$ cat src/rtl/fck_pkg.sv
// ----------------------------------------------------------------------------
// fck_pkg
// Shared types, constants and the byte fold function for the frame checker.
// ----------------------------------------------------------------------------
`default_nettype none

package fck_pkg;

    // check algorithm codes
    typedef enum logic
    {
        MODE_CRC = 1'b0,
        MODE_SUM = 1'b1
    } fck_mode_t;

    // end-of-frame status codes
    typedef enum logic [1:0]
    {
        ST_MATCH    = 2'd0,
        ST_MISMATCH = 2'd1,
        ST_SHORT    = 2'd2,
        ST_LONG     = 2'd3
    } fck_status_t;

    localparam logic [15:0] CRC_SEED = 16'hFFFF;
    localparam logic [15:0] CRC_POLY = 16'hA001;
    localparam logic [15:0] SUM_SEED = 16'h0000;

    // one buffered input transaction
    typedef struct packed
    {
        logic       valid;
        logic       last;
        logic [7:0] data;
    } fck_item_t;

    // fold one byte into the reflected crc-16, lsb first
    function automatic logic [15:0] crc16_byte(input logic [15:0] acc, input logic [7:0] b);
        logic [15:0] c;
        c = acc ^ {8'h00, b};
        for (int k = 0; k < 8; k++)
        begin
            if (c[0])
                c = (c >> 1) ^ CRC_POLY;
            else
                c = c >> 1;
        end
        return c;
    endfunction

endpackage

`default_nettype wire

$ cat src/rtl/fck_in_stage.sv
// ----------------------------------------------------------------------------
// fck_in_stage
// Input register: captures one byte transaction and holds it until the
// check stage takes it.
// ----------------------------------------------------------------------------
`default_nettype none

module fck_in_stage
    import fck_pkg::*;
(
    input  wire logic       clk,
    input  wire logic       rst_n,
    input  wire logic       in_valid,
    output logic            in_stall,
    input  wire logic [7:0] data_byte,
    input  wire logic       last_byte,
    output fck_item_t       item,
    input  wire logic       take
);

    logic       valid_reg;
    logic       valid_next;
    logic       last_reg;
    logic [7:0] data_reg;

    // stall while a held transaction cannot move on
    assign in_stall = valid_reg & ~take;

    always_comb
    begin
        valid_next = valid_reg;
        if (!in_stall)
            valid_next = in_valid;
    end

    // control register
    always_ff @(posedge clk or negedge rst_n)
    begin
        if (!rst_n)
            valid_reg <= 1'b0;
        else
            valid_reg <= valid_next;
    end

    // payload register
    always_ff @(posedge clk)
    begin
        if (!in_stall && in_valid)
        begin
            last_reg <= last_byte;
            data_reg <= data_byte;
        end
    end

    assign item.valid = valid_reg;
    assign item.last  = last_reg;
    assign item.data  = data_reg;

endmodule

`default_nettype wire

$ cat src/rtl/fck_check.sv
// ----------------------------------------------------------------------------
// fck_check
// Frame state, running check update and the result register.
// ----------------------------------------------------------------------------
`default_nettype none

module fck_check
    import fck_pkg::*;
#(
    parameter int MAX_PAYLOAD = 255
)
(
    input  wire logic        clk,
    input  wire logic        rst_n,
    input  wire fck_item_t   item,
    output logic             take,
    input  wire logic        mode_wr,
    input  wire logic        mode_val,
    output logic             out_valid,
    input  wire logic        out_stall,
    output logic [1:0]       status,
    output logic [15:0]      computed_check,
    output logic [15:0]      received_check
);

    localparam int CNT_W = $clog2(MAX_PAYLOAD + 4);
    localparam logic [CNT_W-1:0] CNT_LIMIT = CNT_W'(MAX_PAYLOAD + 3);
    localparam logic [CNT_W-1:0] CNT_LONG  = CNT_W'(MAX_PAYLOAD + 2);
    localparam logic [CNT_W-1:0] CNT_TWO   = CNT_W'(2);

    fck_mode_t        mode_reg;
    fck_mode_t        mode_next;
    logic [15:0]      run_reg;
    logic [15:0]      run_next;
    logic [7:0]       held0_reg;
    logic [7:0]       held0_next;
    logic [7:0]       held1_reg;
    logic [7:0]       held1_next;
    logic [CNT_W-1:0] cnt_reg;
    logic [CNT_W-1:0] cnt_next;
    logic             out_valid_reg;
    logic             out_valid_next;
    fck_status_t      status_reg;
    fck_status_t      status_next;
    logic [15:0]      computed_reg;
    logic [15:0]      received_reg;

    logic             out_free;
    logic             emit;
    logic [15:0]      seed;
    logic [15:0]      folded;
    logic [15:0]      run_upd;
    logic [CNT_W-1:0] cnt_upd;
    logic [15:0]      received;

    // transaction moves unless it ends a frame and the result slot is busy
    assign out_free = ~out_valid_reg | ~out_stall;
    assign take     = item.valid & (~item.last | out_free);
    assign emit     = take & item.last;

    // fold the byte leaving the two-byte delay
    always_comb
    begin
        if (mode_reg == MODE_SUM)
            folded = run_reg + {8'h00, held0_reg};
        else
            folded = crc16_byte(run_reg, held0_reg);
    end

    assign run_upd  = (cnt_reg >= CNT_TWO) ? folded : run_reg;
    assign cnt_upd  = (cnt_reg < CNT_LIMIT) ? cnt_reg + CNT_W'(1) : cnt_reg;
    assign received = {item.data, held1_reg};

    // end-of-frame status, short first, then long, then compare
    always_comb
    begin
        if (cnt_upd < CNT_TWO)
            status_next = ST_SHORT;
        else if (cnt_upd > CNT_LONG)
            status_next = ST_LONG;
        else if (run_upd == received)
            status_next = ST_MATCH;
        else
            status_next = ST_MISMATCH;
    end

    // frame state next values
    always_comb
    begin
        mode_next  = mode_reg;
        run_next   = run_reg;
        held0_next = held0_reg;
        held1_next = held1_reg;
        cnt_next   = cnt_reg;
        seed       = (mode_reg == MODE_SUM) ? SUM_SEED : CRC_SEED;
        if (mode_wr)
        begin
            mode_next  = fck_mode_t'(mode_val);
            run_next   = mode_val ? SUM_SEED : CRC_SEED;
            held0_next = 8'h00;
            held1_next = 8'h00;
            cnt_next   = '0;
        end
        else if (emit)
        begin
            run_next   = seed;
            held0_next = 8'h00;
            held1_next = 8'h00;
            cnt_next   = '0;
        end
        else if (take)
        begin
            run_next   = run_upd;
            held0_next = held1_reg;
            held1_next = item.data;
            cnt_next   = cnt_upd;
        end
    end

    // result slot occupancy
    always_comb
    begin
        out_valid_next = out_valid_reg;
        if (emit)
            out_valid_next = 1'b1;
        else if (!out_stall)
            out_valid_next = 1'b0;
    end

    // control and frame state registers
    always_ff @(posedge clk or negedge rst_n)
    begin
        if (!rst_n)
        begin
            mode_reg      <= MODE_CRC;
            run_reg       <= CRC_SEED;
            held0_reg     <= 8'h00;
            held1_reg     <= 8'h00;
            cnt_reg       <= '0;
            out_valid_reg <= 1'b0;
        end
        else
        begin
            mode_reg      <= mode_next;
            run_reg       <= run_next;
            held0_reg     <= held0_next;
            held1_reg     <= held1_next;
            cnt_reg       <= cnt_next;
            out_valid_reg <= out_valid_next;
        end
    end

    // result payload
    always_ff @(posedge clk)
    begin
        if (emit)
        begin
            status_reg   <= status_next;
            computed_reg <= run_upd;
            received_reg <= received;
        end
    end

    assign out_valid      = out_valid_reg;
    assign status         = status_reg;
    assign computed_check = computed_reg;
    assign received_check = received_reg;

endmodule

`default_nettype wire

$ cat src/rtl/frame_check_crc16_or_sum.sv
// an input transaction passes the input register and then the result register
// one byte per cycle unless stalled; crc byte fold unrolled between the two registers
// a frame result waiting on a stalled output holds back only the next frame-ending byte
// reset: asynchronous active low; crc mode, seed 0xFFFF, delay and count cleared
// a mode write restarts the frame in progress
// ----------------------------------------------------------------------------
// frame_check_crc16_or_sum
// Checks a byte-serial frame against its little-endian crc-16 or sum trailer.
// ----------------------------------------------------------------------------
`default_nettype none

module frame_check_crc16_or_sum
    import fck_pkg::*;
#(
    parameter int MAX_PAYLOAD = 255
)
(
    input  wire logic        clk,
    input  wire logic        rst_n,
    input  wire logic        cfg_valid,
    output logic             cfg_ready,
    input  wire logic        check_mode,
    input  wire logic        in_valid,
    output logic             in_stall,
    input  wire logic [7:0]  data_byte,
    input  wire logic        last_byte,
    output logic             out_valid,
    input  wire logic        out_stall,
    output logic [1:0]       status,
    output logic [15:0]      computed_check,
    output logic [15:0]      received_check
);

    fck_item_t item;
    logic      take;

    // configuration is to be written only while idle; the block itself does not enforce this
    assign cfg_ready = 1'b1;

    // input register
    fck_in_stage u_in
    (
        .clk       (clk),
        .rst_n     (rst_n),
        .in_valid  (in_valid),
        .in_stall  (in_stall),
        .data_byte (data_byte),
        .last_byte (last_byte),
        .item      (item),
        .take      (take)
    );

    // check update and result register
    fck_check #(
        .MAX_PAYLOAD (MAX_PAYLOAD)
    ) u_check
    (
        .clk            (clk),
        .rst_n          (rst_n),
        .item           (item),
        .take           (take),
        .mode_wr        (cfg_valid & cfg_ready),
        .mode_val       (check_mode),
        .out_valid      (out_valid),
        .out_stall      (out_stall),
        .status         (status),
        .computed_check (computed_check),
        .received_check (received_check)
    );

endmodule

`default_nettype wire
$ cat config.mk
export PLATFORM = sky130hd
export DESIGN_NAME = frame_check_crc16_or_sum
export DESIGN_NICKNAME = d
export VERILOG_FILES = /design/src/rtl/fck_pkg.sv /design/src/rtl/fck_in_stage.sv /design/src/rtl/fck_check.sv /design/src/rtl/frame_check_crc16_or_sum.sv
export SDC_FILE = /design/constraint.sdc
export NUM_CORES = 1
export LEC_CHECK = 0
export ABC_CLOCK_PERIOD_IN_PS = 3810
export BUFFER_PORTS_ARGS = -buffer_cell sky130_fd_sc_hd__buf_4
export CELL_PAD_IN_SITES_DETAIL_PLACEMENT = 1
export CELL_PAD_IN_SITES_GLOBAL_PLACEMENT = 1
export CORE_AREA = 2 2 111 113
export CTS_CLUSTER_SIZE = 40
export DETAILED_ROUTE_END_ITERATION = 8
export DIE_AREA = 0 0 113 115
export GPL_TIMING_DRIVEN = 1
export PLACE_DENSITY_LB_ADDON = 0.1
export SLEW_MARGIN = 40
export SYNTH_ARGS = -nofsm -noshare
export SYNTH_HDL_FRONTEND = slang
export SYNTH_SLANG_ARGS = --single-unit
$ cat constraint.sdc
create_clock -name clk -period 3.81 [get_ports clk]
set_input_delay 0.381 -clock clk [delete_from_list [all_inputs] [get_ports clk]]
set_output_delay 0.381 -clock clk [all_outputs]
set_load 0.05 [all_outputs]
## Word level (Yosys, flattened, before mapping)

Cells that the tools add are included.

- Flip-flop bits (word level): 87
- Output and inout bits: 37
- Word-level logic and storage cells: 79

- Add/subtract/negate cells: 2
- Magnitude comparators: 4
- Equality and inequality tests: 2
- Mux-type cells: 36
- Bitwise operators: 18
- Reduce and logical (&&, ||, !) cells: 4

Operators with widths:

| kind | number |
|---|---|
| 16-bit 2-to-1 mux | 22 |
| 8-bit 2-to-1 mux | 6 |
| 9-bit 2-to-1 mux | 4 |
| 2-bit NOT with 3-bit output | 8 |
| 16-bit by 8-bit adder with 16-bit output | 1 |
| 16-bit equality test | 1 |
| 16-bit by 8-bit bitwise XOR with 16-bit output | 1 |
| 9-bit by 1-bit adder with 9-bit output (second input constant) | 1 |
| 9-bit by 2-bit greater-or-equal comparator with 1-bit output (second input constant) | 1 |
| 9-bit > comparator (second input constant) | 1 |
| 9-bit by 2-bit < comparator with 1-bit output (second input constant) | 1 |
| 9-bit < comparator (second input constant) | 1 |
| 1-bit 2-to-1 mux | 4 |
| 1-bit NOT | 4 |
| 1-bit AND | 3 |
| 3-bit nonzero test | 1 |
| 2-bit by 1-bit inequality test with 1-bit output (second input constant) | 1 |
| 1-bit OR | 2 |
| 2-bit OR reduction | 1 |
| 1-bit logical AND | 1 |
| 1-bit zero test | 1 |

## Longest topological paths before layout

Gate-level depths: netlist of the first run.

- Depth after elaboration: 29
- Depth in mapped cells: 11

## Hierarchy

Synthesis of the first run repeated with hierarchy kept, for this count alone.

- Cells, all modules: 475
- Area total of the unflattened synthesis: 4967.3 µm²

By module, submodules not included:

| module | instances | cells each | area an instance (µm²) | seq. area each (µm²) |
|---|---|---|---|---|
| fck_check | 1 | 457 | 4613.2 | 2117.0 |
| fck_in_stage | 1 | 16 | 342.8 | 295.3 |
| frame_check_crc16_or_sum | 1 | 2 | 11.3 | 0.0 |

## Least setup slack after synthesis of the first run

Ideal clock, no wire load.

- Path kind: reg-to-reg
- From: register u_check.out_valid_reg (netlist: u_check.out_valid)
- To: register u_check.run_reg[9]
- Library setup time: 79 ps
- Arrival: 3633 ps
- Required time: 3731 ps
- Slack: 98 ps
- Stages on the path, launching flop included: 7
- Clock period less this slack: 3712 ps
- Cell sequence: dfrtp_1 a21oi_1 nor2_1 nor2_1 clkbuf_1 a21oi_1 o21ai_0

- Cells in the longest elaborated chain, start to end: 7

RTL lines:

| item | line | RTL |
|---|---|---|
| start: declaration | fck_check.sv:41 | `logic out_valid_reg;` |
| start signal: assignment | fck_check.sv:149 | `out_valid_reg <= out_valid_next;` |
| 1-bit NOT (*) | fck_check.sv:57 | `assign out_free = ~out_valid_reg \| ~out_stall;` |
| 1-bit OR (*) | fck_check.sv:57 |  |
| 1-bit OR (*) | fck_check.sv:58 | `assign take = item.valid & (~item.last \| out_free);` |
| 1-bit AND (*) | fck_check.sv:58 |  |
| 1-bit AND (*) | fck_check.sv:59 | `assign emit = take & item.last;` |
| named net u_check.emit | fck_check.sv:49 | `logic emit;` |
| 16-bit 2-to-1 mux | fck_check.sv:104 | `else if (emit)` |
| 16-bit 2-to-1 mux | fck_check.sv:96 | `if (mode_wr)` |
| end signal: assignment | fck_check.sv:145 | `run_reg <= run_next;` |
| end: declaration | fck_check.sv:33 | `logic [15:0] run_reg;` |

The timed path passes the listed nets; every way through them passes the cells marked *.
A chain may end at the register's enable or synchronous reset.

## Worst setup path after layout of the first run

- From: register u_check.cnt_reg[1]
- To: register u_check.status_reg[0] (netlist: u_check.status[0]), data pin

- Cells in the longest elaborated chain, start to end: 5

RTL lines:

| item | line | RTL |
|---|---|---|
| start: declaration | fck_check.sv:39 | `logic [CNT_W-1:0] cnt_reg;` |
| start signal: assignment | fck_check.sv:148 | `cnt_reg <= cnt_next;` |
| parallel branches: the longest is 5 deep, another holds 9-bit by 1-bit adder with 9-bit output | -- |  |
| end signal: assignment | fck_check.sv:158 | `status_reg <= status_next;` |
| end: declaration | fck_check.sv:43 | `fck_status_t status_reg;` |

Several ways; the timed one is not identified.

==> reports/summary.txt, run 1 <==
post-synthesis cell count: 471
Die Ht: 115 um
antenna-violating nets left: 0
Pint: 1.87 mW
Least-Margin Pin Slew: 0.737 ns
fin crit period: 3.52 ns
worst reg2reg path depth: 10
register area share after synthesis: 49.7%
I/O Buffers: 50
RD Place Congestion: 0.938
grt total ovfl: 0
Yosys reg bits: 87
DRT Wirelength: 14400 um
# hold bufs at CTS: 0
syn nets: 497
sw frac: 35.2%
Logic pwr share: 28.5%
Clock Tree Buf Depth: 2
fin. max-slew vios: 0
Crit. path cell count: 10
Ports: 52
vias in the first global route: 3969
final routed DRC violation total: 2
FFs w/ async S/R, synth: 50.6%
CTS Buf Count: 9
clock share of power: 30.0%
insertion delay to the later sink of the worst-skew pair: 0.35 ns
Worst-path clk slew: 0.07 ns
antenna violations before repair: 0
Synth Flop Type: edfxtp_1
largest net degree at the start of global routing: 45
Tot GR Track Use: 23.1%
RSZ-0062 raised after global routing: false
vias per cell: 5.82
Worst setup SP type: register
Layout area overhead: 17.2%
total power: 2.89 mW
WL per Instance: 21.8 um
Die W: 113 um
post-DP HPWL: 10300 um
Psw: 1.02 mW
synthesized area: 4850 um^2
Worst Path Buf+Inv: 0
Sequential Power Share: 41.5%
Post-synth EDFFs: 43
Final Setup Violations: 0
Antenna diodes: 0
Pwr Density: 508 nW/um^2
run status: finished, violations left
fin crit share: 92.4%
Worst EP required: 3.90 ns
Yosys warnings: 0
Peak VDD IR: 0.000216 V
final setup TNS: 0 ns
static leakage: 2.30 nW
Synth cell types: 68
slowest stage delay, CP: 0.45 ns
Crit Path Class: reg -> reg
Crit path arrival time: 3.61 ns
CP Capture Type: register
root buf cell: clkbuf_16
delay-heaviest family, CP: compound AO/OA/AOI/OAI gates
max_cap viols: 0
core footprint: 11800 um^2
Worst Skew: 0.00892 ns
H-tree Lvls: 3
first drt pass iteration count: 6
first-iteration detailed-routing DRC count: 206
CP max-delay cell: dfrtp_1
Fmax: 0.284 GHz
CP Cell Sequence: ha_1 > mux2_2 > a41o_1 > a211oi_1 > o2111ai_2 > a2111o_1 > a311o_1 > nor4_1 > and4bb_1 > a41oi_1
CTS tree: done
worst hold path class: in -> async
DIE AREA: 13000 um^2
Slew HR: 50.3%
Hold Vio Cnt, Final: 0
first-pass GRT wire length: 22700 um
CTS Sinks: 87
routed via count: 3838
CP max FO: 6
initial core utilization: 41.1%
num rows: 40
share of layout cells above drive strength 1: 21.4%
failing checks: DRC
post-layout net count: 534
Synth Area per Inst: 10.3 um^2
-- power groups by stage --
stage / sequential [mW] / clock [mW] / combinational [mW]
3_3_place_gp: 1.21 / 0 / 0.801
2_1_floorplan: 1.27 / 0 / 0.503
3_5_place_dp: 1.22 / 0 / 0.815
4_1_cts: 1.20 / 0.892 / 0.822
5_1_grt: 1.21 / 0.932 / 0.882
6_report: 1.20 / 0.868 / 0.823
-- final timing paths --
check                                          startpoint                               end  slack (ns)
min in group clk                             data_byte[6]        u_in.data_reg[6]$_DFFE_PP_        0.20
max reg2reg                u_check.cnt_reg[1]$_DFFE_PN0P_   u_check.status[0]$_SDFFCE_PP0P_        0.29
min reg2reg                u_check.run_reg[5]$_DFFE_PN1P_    u_check.run_reg[5]$_DFFE_PN1P_        0.50
max in group asynchronous                           rst_n  u_check.held0_reg[4]$_DFFE_PN0P_        3.34
max                        u_check.cnt_reg[1]$_DFFE_PN0P_   u_check.status[0]$_SDFFCE_PP0P_        0.29
min                                                 rst_n    u_check.cnt_reg[4]$_DFFE_PN0P_        0.04
-- stage by stage --
| stage | area [um^2] | instances | setup WS (ns) | utilization [%] | hold WS [ns] |
|---|---|---|---|---|---|
| 2_1_floorplan | 4850 | 471 | 0.0980 | - | 0.0854 |
| 3_3_place_gp | 5370 | 643 | 0.283 | 45.5 | 0.437 |
| 3_5_place_dp | 5390 | 644 | 0.294 | 45.7 | 0.435 |
| 4_1_cts | 5680 | 660 | 0.262 | 48.1 | 0.0534 |
| 5_1_grt | 5680 | 660 | 0.145 | 48.1 | 0.0825 |
| 6_report | 5680 | 660 | 0.290 | 48.1 | 0.0410 |
-- cell usage in the layout (no fill, tap or decap), drive strengths merged, types with 3 or more instances in the layout --
cell     count
a211oi       9
a21boi       4
a21o         7
a21oi       41
a22o        17
a31oi        4
and2         3
and3         4
buf         63
clkbuf       9
dfrtp       28
dfstp       16
edfxtp      43
ha          10
inv         21
mux2         4
mux2i       10
nand2       42
nand2b       3
nand3       14
nand4        4
nor2        31
nor3         6
nor4         4
o2111ai      3
o21ai       32
o22ai        4
xnor2       19
xor2        13
-- cell type report --
class	count	area, um^2
multi-input cells	331	2260
fillers	1309	6130
repair buffers	63	480
clock inverters	7	60.1
well taps	147	184
clock buffers	9	225
flip-flops and latches	87	2410
inverters	16	60.1
-- cell families after synthesis --
kind of cell,after synthesis,share of synthesized area (%)
compound gates,147,20.5
simple gates,124,12.5
flops,87,49.7
buf+inv,53,4.44
xor+xnor,34,6.71
mux,14,2.99
fa+ha+maj,11,2.99
other cells,1,0.0773
-- synth_stat cells, types with 3 or more instances --
| master | n | area, um^2 |
|---|---|---|
| o21ai_0 | 30 | 150 |
| ha_1 | 10 | 125 |
| clkbuf_1 | 28 | 105 |
| o22ai_1 | 4 | 25.0 |
| mux2i_1 | 10 | 100 |
| edfxtp_1 | 43 | 1290 |
| and3_1 | 4 | 25.0 |
| dfrtp_1 | 28 | 701 |
| a21o_1 | 7 | 52.6 |
| xnor2_1 | 19 | 166 |
| nor3_1 | 6 | 30.0 |
| a21oi_1 | 40 | 200 |
| nand2b_1 | 3 | 18.8 |
| nand2_1 | 41 | 154 |
| mux2_2 | 4 | 45.0 |
| inv_1 | 16 | 60.1 |
| a21boi_0 | 4 | 30.0 |
| buf_1 | 3 | 11.3 |
| nor4_1 | 3 | 18.8 |
| nand3_1 | 14 | 70.1 |
| xor2_1 | 13 | 114 |
| and2_1 | 3 | 18.8 |
| a211oi_1 | 9 | 67.6 |
| a22o_1 | 17 | 149 |
| nand4_1 | 4 | 25.0 |
| dfstp_2 | 16 | 420 |
| nor2_1 | 31 | 116 |
| a31oi_1 | 4 | 25.0 |
| buf_2 | 4 | 20.0 |
-- per-layer routing --
layer / up-vias / global-route usage, % / wire length, um
li1: 1812 / - / -
met1: 1938 / 29.7 / 6440
met2: 68 / 38.5 / 7120
met3: 20 / 3.32 / 519
met4: 0 / 11.1 / 335
met5: - / 0 / 0
-- what timing repair did --
action,in CTS,in global routing
setup buffers,0,0
gates resized for setup,0,1
endpoints found under the setup margin,0,1
Power figures use the tool's default switching activity.
==> run 2: changes to the inputs <==
Settings changed: ABC_AREA set to 1, CORE_AREA 2 2 111 113 to 2 2 116 118, DIE_AREA 0 0 113 115 to 0 0 118 120.
==> run 2 against run 1 <==
Against the previous run: the flow now finishes without violations; critical path depth is 6 higher; largest cell class unchanged; clock skew hardly changed; critical path type unchanged; total power is 1.2% higher.
==> reports/summary.txt, run 2 <==
CP Capture Type: register
core footprint: 13000 um^2
static leakage: 2.92 nW
sw frac: 35.8%
max_cap viols: 0
largest net degree at the start of global routing: 45
largest family of logic cells by synthesized area: simple AND/OR/NAND/NOR gates
delay-heaviest family, CP: simple AND/OR/NAND/NOR gates
Simple-Gate Fraction of Synth Area: 31.2%
initial core utilization: 38.9%
RSZ-0062 raised after global routing: false
Pwr Density: 495 nW/um^2
RD Place Congestion: 0.921
insertion delay to the later sink of the worst-skew pair: 0.35 ns
clock share of power: 31.6%
routed via count: 4596
Ports: 52
Synth Flop Type: edfxtp_1
multiplexer share of the synthesized area: 0%
Hold Worst Slack: 0.0502 ns
Pint: 1.88 mW
post-synthesis cell count: 650
CTS Buf Count: 9
antenna-violating nets left: 0
Layout area overhead: 17.1%
Fmax: 0.347 GHz
CTS tree: done
vias per cell: 5.21
Slew HR: 48.6%
Hold Vio Cnt, Final: 0
post-cts sizing count: 0
Crit path arrival time: 2.96 ns
# hold bufs at CTS: 0
Synth Area per Inst: 7.76 um^2
first-iteration detailed-routing DRC count: 262
first drt pass iteration count: 4
I/O Buffers: 50
fin. max-slew vios: 0
Worst-path clk slew: 0.07 ns
syn nets: 676
Die Ht: 120 um
root buf cell: clkbuf_16
CP max-delay cell: fa_1
Post-synth EDFFs: 43
CP max FO: 6
post-synthesis xor/xnor area fraction: 0.694%
Tot GR Track Use: 23.9%
grt total ovfl: 0
num rows: 42
WL per Instance: 18.1 um
fill count: 1612
Worst setup SP type: register
Peak VDD IR: 0.000323 V
fin crit period: 2.88 ns
slowest stage delay, CP: 0.44 ns
Synth Area in Compound Gates: 8.31%
top cells by count, synth: 206 x nand2_1, 87 x inv_1, 83 x nand3_1
DRT Wirelength: 16000 um
Die W: 118 um
share of layout cells above drive strength 1: 17.4%
Crit Path Class: reg -> reg
Least-Margin Pin Slew: 0.770 ns
Worst EP required: 3.89 ns
Yosys warnings: 0
vias in the first global route: 4912
worst hold path class: in -> async
synthesized area: 5050 um^2
final routed DRC violation total: 0
most frequent CP cell: nand2_1
Finished Core Util: 45.5%
fin crit share: 75.6%
Logic pwr share: 28.3%
most frequent cells in the layout: 206 x nand2_1, 87 x inv_1, 83 x nand3_1
register area share after synthesis: 47.8%
post-synth top area share: 25.6%
worst reg2reg path depth: 16
most common cell in the netlist: nand2_1
DIE AREA: 14200 um^2
Synth cell types: 39
antenna violations before repair: 0
adder-cell share of the synthesized area: 2.88%
Yosys reg bits: 87
Psw: 1.05 mW
largest area contributor in the netlist: edfxtp_1
Clock Tree Buf Depth: 2
top cells by area, synth: edfxtp_1 26%, nand2_1 15%, dfrtp_1 14%
post-layout net count: 727
Worst Path Buf+Inv: 0
Final Setup Violations: 0
Crit. path cell count: 16
final setup TNS: 0 ns
Antenna diodes: 0
commonest non-fill, non-tap cell in the layout: nand2_1
FFs w/ async S/R, synth: 50.6%
CP Cell Sequence: ha_1 > fa_1 > nand2_1 > nand2_1 > nand3_1 > nand2_2 > nand2_1 > nand3_1 > nand2_1 > nand2_2 > nand2_1 > nand2_1 > nor2_1 > nand3_1 > nor3_2 > a21oi_1
run status: completed
Sequential Power Share: 40.2%
setup bufs post-CTS: 0
Worst Skew: 0.00866 ns
post-DP HPWL: 11900 um
first-pass GRT wire length: 26000 um
CTS Sinks: 87
H-tree Lvls: 3
[run 2: cell types whose count changed in the layout (fill, tap and decap cells not counted), sizes merged, moves of 7 or more]
cell | previous run | this run
nand2 | 42 | 221
inv | 21 | 97
nand3 | 14 | 86
xnor2 | 19 | 0
a22o | 17 | 0
a21oi | 41 | 27
mux2i | 10 | 0
o21ai | 32 | 22
a211oi | 9 | 0
nor2 | 31 | 40
xor2 | 13 | 4
a22oi | 2 | 10
a21o | 7 | 0
[run 2: layer usage]
metal  up-vias  share of wire [%]  global-route usage [%]
li1       2209                  -                       -
met4         0                2.0                    7.91
met5         -                  0                       0
met3        19                3.7                    3.04
met2        88                 48                    39.6
met1      2280                 47                    32.5
[run 2: path summary, 6_finish.rpt]
path                                                   from                                   end  slack, ns
setup reg to reg           u_check.held0_reg[0]$_DFFE_PN0P_       u_check.status[0]$_SDFFCE_PP0P_       0.93
max in group asynchronous                             rst_n      u_check.held0_reg[3]$_DFFE_PN0P_       3.34
setup / recovery           u_check.held0_reg[0]$_DFFE_PN0P_       u_check.status[0]$_SDFFCE_PP0P_       0.93
min in group clk                               data_byte[6]            u_in.data_reg[6]$_DFFE_PP_       0.20
hold reg to reg                  u_in.data_reg[2]$_DFFE_PP_  u_check.received_check[10]$_DFFE_PP_       0.46
hold / removal                                        rst_n        u_check.cnt_reg[6]$_DFFE_PN0P_       0.05
[run 2: cells by family (layout without fill, tap and decap cells)]
family | after synthesis | in the layout
DFF | 87 | 87
adders and majority gates | 11 | 11
buffers and inverters | 113 | 169
other | 1 | 1
and+or+nand+nor | 361 | 361
AOI/OAI and AO/OA | 73 | 73
xor gates and xnor gates | 4 | 4
[run 2: per-stage QoR]
| stage | cells | power, mW | area [um^2] | setup WS (ns) |
|---|---|---|---|---|
| after floorplan | 650 | 1.75 | 5050 | 1.53 |
| after global placement | 866 | 2.00 | 5600 | 0.932 |
| after detailed placement | 866 | 2.02 | 5600 | 0.911 |
| after CTS | 882 | 2.95 | 5910 | 0.915 |
| after global routing | 882 | 3.08 | 5910 | 0.660 |
| final | 882 | 2.92 | 5910 | 0.930 |
[run 2: cell type report]
type / count / area (um^2) / area share (%)
Clock buffer: 10 / 239 / 4.05
Clock inverter: 6 / 67.6 / 1.14
Inverter: 96 / 360 / 6.10
Multi-Input combinational cell: 450 / 2180 / 36.9
Sequential cell: 87 / 2410 / 40.8
Tap cell: 176 / 220 / 3.73
Timing Repair Buffer: 57 / 428 / 7.24
[run 2: power by group through the flow]
stage | combinational (mW) | clock, mW | sequential [mW]
finish | 0.828 | 0.923 | 1.17
global route | 0.922 | 0.976 | 1.18
CTS | 0.830 | 0.949 | 1.17
detailed placement | 0.825 | 0 | 1.19
global placement | 0.809 | 0 | 1.19
floorplan | 0.491 | 0 | 1.26
==> run 3: changes to the inputs <==
Settings changed: ABC_AREA 1 to 0, ABC_CLOCK_PERIOD_IN_PS 3810 to 2800, CORE_AREA 2 2 116 118 to 2 2 106 108, DIE_AREA 0 0 118 120 to 0 0 108 110.
Clock period 3.81 ns to 2.8 ns, I/O delays scaled along.
==> run 3 against run 2 <==
Against the previous run: the run now ends with setup timing left; wire length increased by 1.6%; global-route usage grew 4.5 points; cell area grew 8.7%; combinational power rose by 91%; count of clock-buffer cells in the layout fell by 1; clock skew is 0.0079 ns higher; via count shrank 5.8%; fmax decreased by 8.3%; clock power rose by 20%; worst hold slack improved by 0.031 ns; non-clock buffer count up 90; critical endpoint unchanged; highest routed layer unchanged.
==> reports/summary.txt, run 3 (synthesized netlist as in run 1, its figures left out) <==
final routed DRC violation total: 0
failing checks: setup timing
Ports: 52
commonest non-fill, non-tap cell in the layout: buf_4
first drt pass iteration count: 5
largest net degree at the start of global routing: 55
Clock Tree Buf Depth: 2
post-route insts no fill: 737
reg2reg end: u_check.status[0]$_SDFFCE_PP0P_
Area after DPL: 6040 um^2
Final Setup Violations: 1
fin. max-slew vios: 0
vias in the first global route: 4552
most frequent cells in the layout: 146 x buf_4, 43 x edfxtp_1, 41 x nand2_1
pre-CTS setup slack: -0.337 ns
r2r setup slk: -0.34 ns
Die W: 108 um
Fmax: 0.318 GHz
Peak VDD IR: 0.000343 V
insertion delay to the later sink of the worst-skew pair: 0.37 ns
Hold Vio Cnt, Final: 0
post-route cell area: 6420 um^2
Worst-path clk slew: 0.10 ns
Worst Skew: 0.0165 ns
antenna violations before repair: 0
first-pass GRT wire length: 25000 um
worst hold stages: 1
Antenna diodes: 0
RD Place Congestion: 0.905
Pwr Density: 667 nW/um^2
CP Cell Sequence: ha_1 > mux2_2 > a41o_1 > a211oi_2 > o2111ai_2 > a2111o_1 > a311o_1 > nor4_2 > and4bb_1 > a41oi_1
RSZ-0062 raised after global routing: true
Crit Path Class: reg -> reg
static leakage: 2.71 nW
worst reg2reg path depth: 10
final setup TNS: -0.340 ns
num rows: 38
DIE AREA: 11900 um^2
Die Ht: 110 um
fill count: 1189
post-DP HPWL: 11500 um
Worst EP required: 2.90 ns
worst setup slack after layout: -0.340 ns
first-iteration detailed-routing DRC count: 248
root buf cell: clkbuf_8
CTS Sinks: 87
Crit path arrival time: 3.24 ns
I/O Buffers: 50
Crit Reg-Reg Startpoint: u_check.cnt_reg[0]$_DFFE_PN0P_
Worst setup SP type: register
WL per Instance: 22.0 um
routed via count: 4330
antenna-violating nets left: 0
Slew HR: 57.4%
worst hold path class: in -> reg
Layout area overhead: 32.4%
fin crit share: 112%
core footprint: 10700 um^2
DP Cell Count: 718
CP max FO: 2
Tot GR Track Use: 28.4%
run status: finished, violations left
Least-Margin Pin Slew: 0.639 ns
CP max-delay cell: a2111o_1
slowest stage delay, CP: 0.41 ns
CTS Buf Count: 9
max_cap viols: 0
DRT Wirelength: 16200 um
H-tree Lvls: 3
fin crit period: 3.14 ns
initial core utilization: 45.3%
CTS tree: done
grt total ovfl: 0
vias per cell: 5.88
CP Capture Type: register
share of layout cells above drive strength 1: 36.3%
total power: 4.28 mW
hold_sp: data_byte[4]
Hold EP: u_in.data_reg[4]$_DFFE_PP_
post-layout net count: 618
[run 3: changes by cell type in the layout (fill, tap and decap cells not counted), moves of 14 or more]
cell,before,now
nand3_1,83,13
a22o_1,0,17
buf_4,57,146
nand2_1,206,41
nand2_2,15,1
xnor2_1,0,17
inv_1,87,15
[run 3: worst max-delay path by stage]
stage / end / from / slack [ns] / cells past startpoint
3_5_place_dp: u_check.status[0]$_SDFFCE_PP0P_ / u_check.held0_reg[0]$_DFFE_PN0P_ / -0.34 / 11
2_1_floorplan: u_check.status[0]$_SDFFCE_PP0P_ / u_check.run_reg[3]$_DFFE_PN1P_ / -0.06 / 11
5_1_grt: u_check.status[0]$_SDFFCE_PP0P_ / u_check.cnt_reg[0]$_DFFE_PN0P_ / -0.42 / 10
4_1_cts: u_check.status[0]$_SDFFCE_PP0P_ / u_check.cnt_reg[0]$_DFFE_PN0P_ / -0.29 / 10
3_3_place_gp: u_check.status[0]$_SDFFCE_PP0P_ / u_check.cnt_reg[0]$_DFFE_PN0P_ / -0.26 / 10
6_report: u_check.status[0]$_SDFFCE_PP0P_ / u_check.cnt_reg[0]$_DFFE_PN0P_ / -0.34 / 10
[run 3: where the power goes]
group	leakage (nW)	switching, mW	internal [mW]
logic	1.63	0.890	0.690
registers	0.954	0.0871	1.50
clock network	0.126	0.505	0.605
total	2.71	1.48	2.80
[run 3: stage by stage]
stage          util, %  hold slack [ns]
6_report          60.0           0.0810
4_1_cts           59.4           0.0701
2_1_floorplan        -          -0.0156
5_1_grt           60.0           0.0688
3_3_place_gp      56.4            0.331
3_5_place_dp      56.4            0.342
[run 3: final cells by class]
cell class / count / area (um^2) / share of cell area, %
Clock buffer: 9 / 124 / 1.93
Clock inverter: 7 / 128 / 1.99
Tap cell: 140 / 175 / 2.73
Inverter: 16 / 60.1 / 0.936
Sequential cell: 87 / 2410 / 37.6
Timing Repair Buffer: 147 / 1110 / 17.2
Multi-Input combinational cell: 331 / 2410 / 37.6
[run 3: per-layer routing]
| metal | GRT usage (%) | up-vias | share of wire, % |
|---|---|---|---|
| met3 | 4.06 | 30 | 4.9 |
| met2 | 48.0 | 130 | 48 |
| met5 | 0 | - | 0 |
| li1 | - | 1976 | - |
| met1 | 38.3 | 2194 | 45 |
| met4 | 8.15 | 0 | 1.8 |
[run 3: worst max-delay path, delay by kind of cell (launching register included)]
| family | cells | cell delay, ns |
|---|---|---|
| mux | 1 | 0.28 |
| fa+ha+maj | 1 | 0.33 |
| flops | 1 | 0.40 |
| compound gates | 6 | 1.44 |
| simple gates | 2 | 0.40 |
[run 3: repair_timing]
| item | in CTS | in global routing |
|---|---|---|
| gates resized for setup | 12 | 14 |
| hold buffers | 1 | 0 |
| endpoints found under the hold margin | 28 | 0 |
| setup buffers | 0 | 2 |
| setup endpoints to repair | 8 | 10 |
| pin swaps | 2 | 6 |
